--- src/rtl/core/srig_pkg.sv ---
// Package for the stream reverse-in-groups unit.
// Holds the shared size constants and the shift control type of the cell chain.
// No dependencies.
`timescale 1ns / 1ps
`default_nettype none

package srig_pkg;

  localparam int MAX_GROUP     = 16;
  localparam int ELEMENT_WIDTH = 32;
  localparam int CFG_W         = 5;

  // Shift command that every cell of the chain sees in the same cycle.
  typedef struct packed {
    logic push;
    logic pop;
  } srig_shift_t;

endpackage

`default_nettype wire

--- src/rtl/core/srig_cell.sv ---
// One cell of the element chain: holds a single element.
// Depends on srig_pkg for the shift control type.
`timescale 1ns / 1ps
`default_nettype none

module srig_cell #(
  parameter int ELEMENT_WIDTH = srig_pkg::ELEMENT_WIDTH
) (
  input  wire logic                     clk,
  input  wire srig_pkg::srig_shift_t    shift,
  input  wire logic [ELEMENT_WIDTH-1:0] from_prev,
  input  wire logic [ELEMENT_WIDTH-1:0] from_next,
  output logic      [ELEMENT_WIDTH-1:0] data
);

  logic [ELEMENT_WIDTH-1:0] data_r;
  logic [ELEMENT_WIDTH-1:0] data_nxt;

  // A push moves data away from the head, a pop moves it back toward the head.
  always_comb begin
    if (shift.push) begin
      data_nxt = from_prev;
    end else if (shift.pop) begin
      data_nxt = from_next;
    end else begin
      data_nxt = data_r;
    end
  end

  always_ff @(posedge clk) begin
    data_r <= data_nxt;
  end

  assign data = data_r;

endmodule

`default_nettype wire

--- src/rtl/core/srig_chain.sv ---
// Row of element cells working as a last-in first-out stack.
// Depends on srig_pkg and srig_cell.
`timescale 1ns / 1ps
`default_nettype none

module srig_chain #(
  parameter int MAX_GROUP     = srig_pkg::MAX_GROUP,
  parameter int ELEMENT_WIDTH = srig_pkg::ELEMENT_WIDTH
) (
  input  wire logic                     clk,
  input  wire srig_pkg::srig_shift_t    shift,
  input  wire logic [ELEMENT_WIDTH-1:0] push_data,
  output logic      [ELEMENT_WIDTH-1:0] head_data
);

  logic [ELEMENT_WIDTH-1:0] cell_data [MAX_GROUP];

  for (genvar i = 0; i < MAX_GROUP; i++) begin : g_cell
    logic [ELEMENT_WIDTH-1:0] prev_data;
    logic [ELEMENT_WIDTH-1:0] next_data;

    if (i == 0) begin : g_head
      assign prev_data = push_data;
    end else begin : g_body
      assign prev_data = cell_data[i-1];
    end

    // The deepest cell simply keeps its value on a pop.
    if (i == MAX_GROUP - 1) begin : g_tail
      assign next_data = cell_data[i];
    end else begin : g_inner
      assign next_data = cell_data[i+1];
    end

    srig_cell #(
      .ELEMENT_WIDTH(ELEMENT_WIDTH)
    ) u_cell (
      .clk      (clk),
      .shift    (shift),
      .from_prev(prev_data),
      .from_next(next_data),
      .data     (cell_data[i])
    );
  end

  assign head_data = cell_data[0];

endmodule

`default_nettype wire

--- src/rtl/core/stream_reverse_in_groups_unit.sv ---
// Top level of the stream reverse-in-groups unit.
// Depends on srig_pkg and srig_chain (which instantiates srig_cell).
//
//   Channel  Direction  Handshake          Payload
//   in_      input      in_valid/in_stall  in_element, in_final_element
//   out_     output     out_valid/out_stall out_element_out, out_run_end, out_sequence_end
//   cfg_     input      cfg_valid/cfg_ready cfg_group_size
//
// While gathering, an input transfer pushes its element onto the head of the cell
// chain. When a group closes, its n elements are popped from the head one per
// cycle into the output register while the output is not stalled; input is stalled
// during this drain. Push and pop share the chain's single head, so no new element
// is taken until the group has drained. Reset is synchronous and clears the count,
// the drain state and the output valid. Output stalls hold the drain.
`timescale 1ns / 1ps
`default_nettype none

module stream_reverse_in_groups_unit #(
  parameter int MAX_GROUP     = srig_pkg::MAX_GROUP,
  parameter int ELEMENT_WIDTH = srig_pkg::ELEMENT_WIDTH
) (
  input  wire logic                            clk,
  input  wire logic                            rst_n,

  input  wire logic                            in_valid,
  output logic                                 in_stall,
  input  wire logic signed [ELEMENT_WIDTH-1:0] in_element,
  input  wire logic                            in_final_element,

  output logic                                 out_valid,
  input  wire logic                            out_stall,
  output logic signed      [ELEMENT_WIDTH-1:0] out_element_out,
  output logic                                 out_run_end,
  output logic                                 out_sequence_end,

  input  wire logic                            cfg_valid,
  output logic                                 cfg_ready,
  input  wire logic [srig_pkg::CFG_W-1:0]      cfg_group_size
);

  localparam int CNT_W = $clog2(MAX_GROUP + 1);
  localparam int CMP_W = (CNT_W > srig_pkg::CFG_W) ? CNT_W : srig_pkg::CFG_W;

  logic [srig_pkg::CFG_W-1:0] group_size_r;
  logic [CNT_W-1:0]           cnt_r;
  logic [CNT_W-1:0]           cnt_nxt;
  logic [CNT_W-1:0]           cnt_inc;
  logic                       drain_r;
  logic                       drain_nxt;
  logic                       last_r;
  logic                       last_nxt;
  logic                       out_valid_r;
  logic                       out_valid_nxt;
  logic [ELEMENT_WIDTH-1:0]   out_element_r;
  logic                       out_run_end_r;
  logic                       out_sequence_end_r;

  logic                       in_xfer;
  logic                       pop_go;
  logic                       group_done;
  logic [ELEMENT_WIDTH-1:0]   head_data;
  srig_pkg::srig_shift_t      shift;

  assign cfg_ready = 1'b1;
  assign in_stall  = drain_r;
  assign in_xfer   = in_valid && !drain_r;
  assign pop_go    = drain_r && (!out_valid_r || !out_stall);

  assign cnt_inc = CNT_W'(cnt_r + 1'b1);

  // A group size of zero always closes here, since the count is at least one.
  // Sizes above the chain depth close when the chain is full.
  assign group_done = in_final_element
                   || (CMP_W'(cnt_inc) >= CMP_W'(group_size_r))
                   || (cnt_inc == CNT_W'(MAX_GROUP));

  assign shift.push = in_xfer;
  assign shift.pop  = pop_go;

  srig_chain #(
    .MAX_GROUP    (MAX_GROUP),
    .ELEMENT_WIDTH(ELEMENT_WIDTH)
  ) u_chain (
    .clk      (clk),
    .shift    (shift),
    .push_data(in_element),
    .head_data(head_data)
  );

  always_comb begin
    cnt_nxt       = cnt_r;
    drain_nxt     = drain_r;
    last_nxt      = last_r;
    out_valid_nxt = out_valid_r;
    if (out_valid_r && !out_stall) begin
      out_valid_nxt = 1'b0;
    end
    if (in_xfer) begin
      cnt_nxt = cnt_inc;
      if (group_done) begin
        drain_nxt = 1'b1;
        last_nxt  = in_final_element;
      end
    end else if (pop_go) begin
      cnt_nxt       = CNT_W'(cnt_r - 1'b1);
      out_valid_nxt = 1'b1;
      if (cnt_r == CNT_W'(1)) begin
        drain_nxt = 1'b0;
      end
    end
  end

  always_ff @(posedge clk) begin
    if (!rst_n) begin
      group_size_r <= srig_pkg::CFG_W'(1);
      cnt_r        <= '0;
      drain_r      <= 1'b0;
      last_r       <= 1'b0;
      out_valid_r  <= 1'b0;
    end else begin
      if (cfg_valid) begin
        group_size_r <= cfg_group_size;
      end
      cnt_r       <= cnt_nxt;
      drain_r     <= drain_nxt;
      last_r      <= last_nxt;
      out_valid_r <= out_valid_nxt;
    end
  end

  always_ff @(posedge clk) begin
    if (pop_go) begin
      out_element_r      <= head_data;
      out_run_end_r      <= (cnt_r == CNT_W'(1));
      out_sequence_end_r <= (cnt_r == CNT_W'(1)) && last_r;
    end
  end

  assign out_valid        = out_valid_r;
  assign out_element_out  = out_element_r;
  assign out_run_end      = out_run_end_r;
  assign out_sequence_end = out_sequence_end_r;

endmodule

`default_nettype wire

--- config.mk ---
export PLATFORM = sky130hd
export DESIGN_NAME = stream_reverse_in_groups_unit
export DESIGN_NICKNAME = d
export VERILOG_FILES = /design/src/rtl/core/srig_pkg.sv /design/src/rtl/core/srig_cell.sv /design/src/rtl/core/srig_chain.sv /design/src/rtl/core/stream_reverse_in_groups_unit.sv
export SDC_FILE = /design/constraint.sdc
export NUM_CORES = 1
export LEC_CHECK = 0
export CORE_ASPECT_RATIO = 2
export CORE_MARGIN = 1
export CORE_UTILIZATION = 60
export CTS_CLUSTER_DIAMETER = 50
export CTS_CLUSTER_SIZE = 16
export DETAILED_ROUTE_END_ITERATION = 6
export DONT_BUFFER_PORTS = 1
export PLACE_DENSITY_LB_ADDON = 0.1
export RECOVER_POWER = 50
export SYNTH_ARGS = -nofsm -noshare
export SYNTH_HDL_FRONTEND = slang
export SYNTH_SLANG_ARGS = --single-unit
--- constraint.sdc ---
create_clock -name clk -period 21.6 [get_ports clk]
set_input_delay 3.24 -clock clk [delete_from_list [all_inputs] [get_ports clk]]
set_output_delay 3.24 -clock clk [all_outputs]
set_load 0.05 [all_outputs]
==> results.cfg <==
[detailed_routing]
finalWirelength_mm = 38.1
drt-wirelength-per-cell_um = 14.3
vias = 13800
viasPerCell = 5.20
drc_errors = 0
detail-route-antenna-nets = 0
drt_pass1_iterations = 5
drtIter0Drc = 1485

[cts]
clockBufferDepth = 3
cts.repair.resized = 0
ctsHoldBuffers = 0
numCtsBuffers = 41
path_clk_slew_ns = 0.07
clk_latency_ns = 0.55
ctsRootBufferMaster = clkbuf_16
cts.sinks = 559
post-cts-setup-buffers = 0
cts_max_level = 2
cts_tree = done

[sta]
period_minus_slack_ns = 12.22
rsz0062_at_grt = false
fin_tns_setup_ns = 0
min_period_over_period = 0.566
max_freq_ghz = 0.0818
hold_viol = 0
setup_viol = 0
slew_headroom = -4.58
tightest_slew_ns = 8.37
drv_slew = 624
skew_ns = 0.0121

[synth]
synth.cells.most_frequent = 1447 x nand2_1, 546 x edfxtp_1, 103 x buf_2
syn_area_um2 = 23200
syn_inst = 2194
synth_nets = 2246
yosysMostFrequentCell = nand2_1
yosysSeqAreaShare = 0.717
yosysTopAreaCellShare = 0.705
yosysTopAreaCell = edfxtp_1
async_reset_ff_frac = 0
synth_edf_count = 546
ys.flop_type = edfxtp_1
synthTopCellsByArea = edfxtp_1 71%, nand2_1 23%, buf_2 2.2%
synth_cell_types = 36
synth_seq_cells = 559
syn_area_per_cell_um2 = 10.6
yosys_warnings = 0

[floorplan]
die_area_um2 = 39600
core_area_um2 = 38000
rows = 101
io_pins = 80
start_util = 0.611
die_h_um = 280
chipWidth_um = 141

[placed_design]
dp.final_hpwl_mm = 20.9
placed_area_um2 = 23400
portBuffers = 0
place_congestion = 0.750
dp.cells = 2607

[cells_and_area]
antenna_cells = 0
nets = 2187
drive_above_1_share = 0.0243
area_delta_synth_final_pct = 5.24
postLayoutCellArea_um2 = 24500
instances_no_fill = 2659

[worst_hold_path]
hold_class = reg2reg
min-delay-start = u_chain.g_cell[14].u_cell.data[27]
whs_path_depth = 0

[worst_setup_path]
crit_family = buffers and inverters
cpPeakStageDelay_ns = 5.96
endpoint_kind = register
r2r-start = in_stall
cp_num_cells = 5
endpoint = u_chain.g_cell[6].u_cell.data[27]
crit_path_start_kind = input pin
rr_endpoint = u_chain.g_cell[6].u_cell.data[27]
cp-startpoint = in_valid
critPathKind = in2reg
crit_buf_inv = 2
critPathMostFrequentCell = nand2_1
worstPathCellList = nand2b_1 > clkbuf_1 > buf_4 > nand2_1 > nand2_1
reg2regPathDepth = 5
arrival_ns = 12.63
critPathSlowestCell = clkbuf_1
cp_max_fo = 210
rrSetupSlack_ns = 11.19
required_ns = 22.01

[power_and_ir_drop]
peakVddDrop_uv = 126
power.total_uw = 4000
leakage_uw = 0.0106
p_per_area_nw_per_um2 = 164

[job]
max_cap_viol_count = 6

[outcome]
status = finished with violations
violations = max-capacitance violations, max-slew violations

[global_route]
grt_max_degree = 315
grt_pass1_wl_mm = 64.2
antenna_found_initial = 0
grt_usage = 0.197
first_global_vias = 13100
grt.overflow.total = 0
-- metrics by stage --
step	util	hold slack (ns)	worst slack, ns
floorplan	-	0.426	6.94
detailed placement	0.616	0.431	14.62
CTS	0.645	0.446	15.20
finish	0.643	0.448	9.38
global route	0.643	0.455	8.09
global placement	0.616	0.432	14.72
-- worst reg2reg max path, cell delays in order, from the launching register on --
cell and delay [ns]:
dfxtp_1 0.68, nand2b_1 1.76, clkbuf_1 6.00, buf_4 1.52, nand2_1 0.22, nand2_1 0.11
-- layer usage --
| layer | track usage | vias to the layer above | share of wire |
|---|---|---|---|
| met5 | 0 | - | 0 |
| met2 | 0.300 | 208 | 0.46 |
| met3 | 0.0249 | 51 | 0.032 |
| met4 | 0.0613 | 0 | 0.023 |
| met1 | 0.298 | 6596 | 0.48 |
| li1 | - | 6976 | - |
-- cells by family (layout without fill, tap and decap cells) --
family / Yosys count / in the layout / share of synthesized area
xor gates and xnor gates: 6 / 6 / 0.00226
AOI/OAI and AO/OA: 23 / 23 / 0.00695
adders and majority gates: 9 / 9 / 0.00485
DFF: 559 / 559 / 0.717
buffers and inverters: 121 / 71 / 0.0263
other: 1 / 1 / 0.000161
and+or+nand+nor: 1470 / 1470 / 0.241
muxes: 5 / 5 / 0.00215
-- worst min-delay path by stage --
stage | end | slack (ns)
6_report | u_chain.g_cell[15].u_cell.data[27] | 0.45
5_1_grt | u_chain.g_cell[15].u_cell.data[26] | 0.45
4_1_cts | u_chain.g_cell[15].u_cell.data[12] | 0.45
3_5_place_dp | out_element_out[24] | 0.43
3_3_place_gp | u_chain.g_cell[15].u_cell.data[12] | 0.43
2_1_floorplan | out_element_out[0] | 0.43
-- power breakdown --
group          switching (uW)  internal [uW]
Combinational             615            299
Sequential                363           2030
Clock                     347            344
-- placed cells by master (no fill, tap or decap), types with 2 or more instances in the layout --
cell | synthesis | layout
a211oi_1 | 2 | 2
a21o_1 | 2 | 2
a21oi_1 | 6 | 6
and2_0 | 0 | 2
and2_1 | 4 | 2
buf_4 | 7 | 4
clkbuf_1 | 2 | 13
clkbuf_16 | 0 | 41
dfxtp_1 | 13 | 13
edfxtp_1 | 546 | 546
ha_1 | 9 | 9
inv_1 | 8 | 8
mux2i_1 | 5 | 5
nand2_1 | 1447 | 1447
nand2b_1 | 2 | 2
nand3_1 | 4 | 4
nor2_1 | 2 | 2
nor2b_1 | 5 | 5
o21ai_0 | 4 | 4
o21ai_1 | 2 | 2
xnor2_1 | 4 | 4
xor2_1 | 2 | 2
-- sequential cells by signal (all words and copies together) (netlist names) --
register / flops
cnt_r: 5
group_size_r: 5
in_stall: 1
last_r: 1
out_element_out: 32
out_run_end: 1
out_sequence_end: 1
out_valid: 1
u_chain.g_cell.u_cell.data: 512
-- final cells by class --
class / instances / area [um^2]
timing repair buffer: 10 / 68.8
sequential: 559 / 16700
tap: 515 / 644
inverter: 9 / 50.0
clock inverter: 3 / 22.5
multi-input combinational: 1514 / 5960
clock buffer: 49 / 1060
fill: 3050 / 13600
Note: power is estimated with default switching activity, not from simulation.
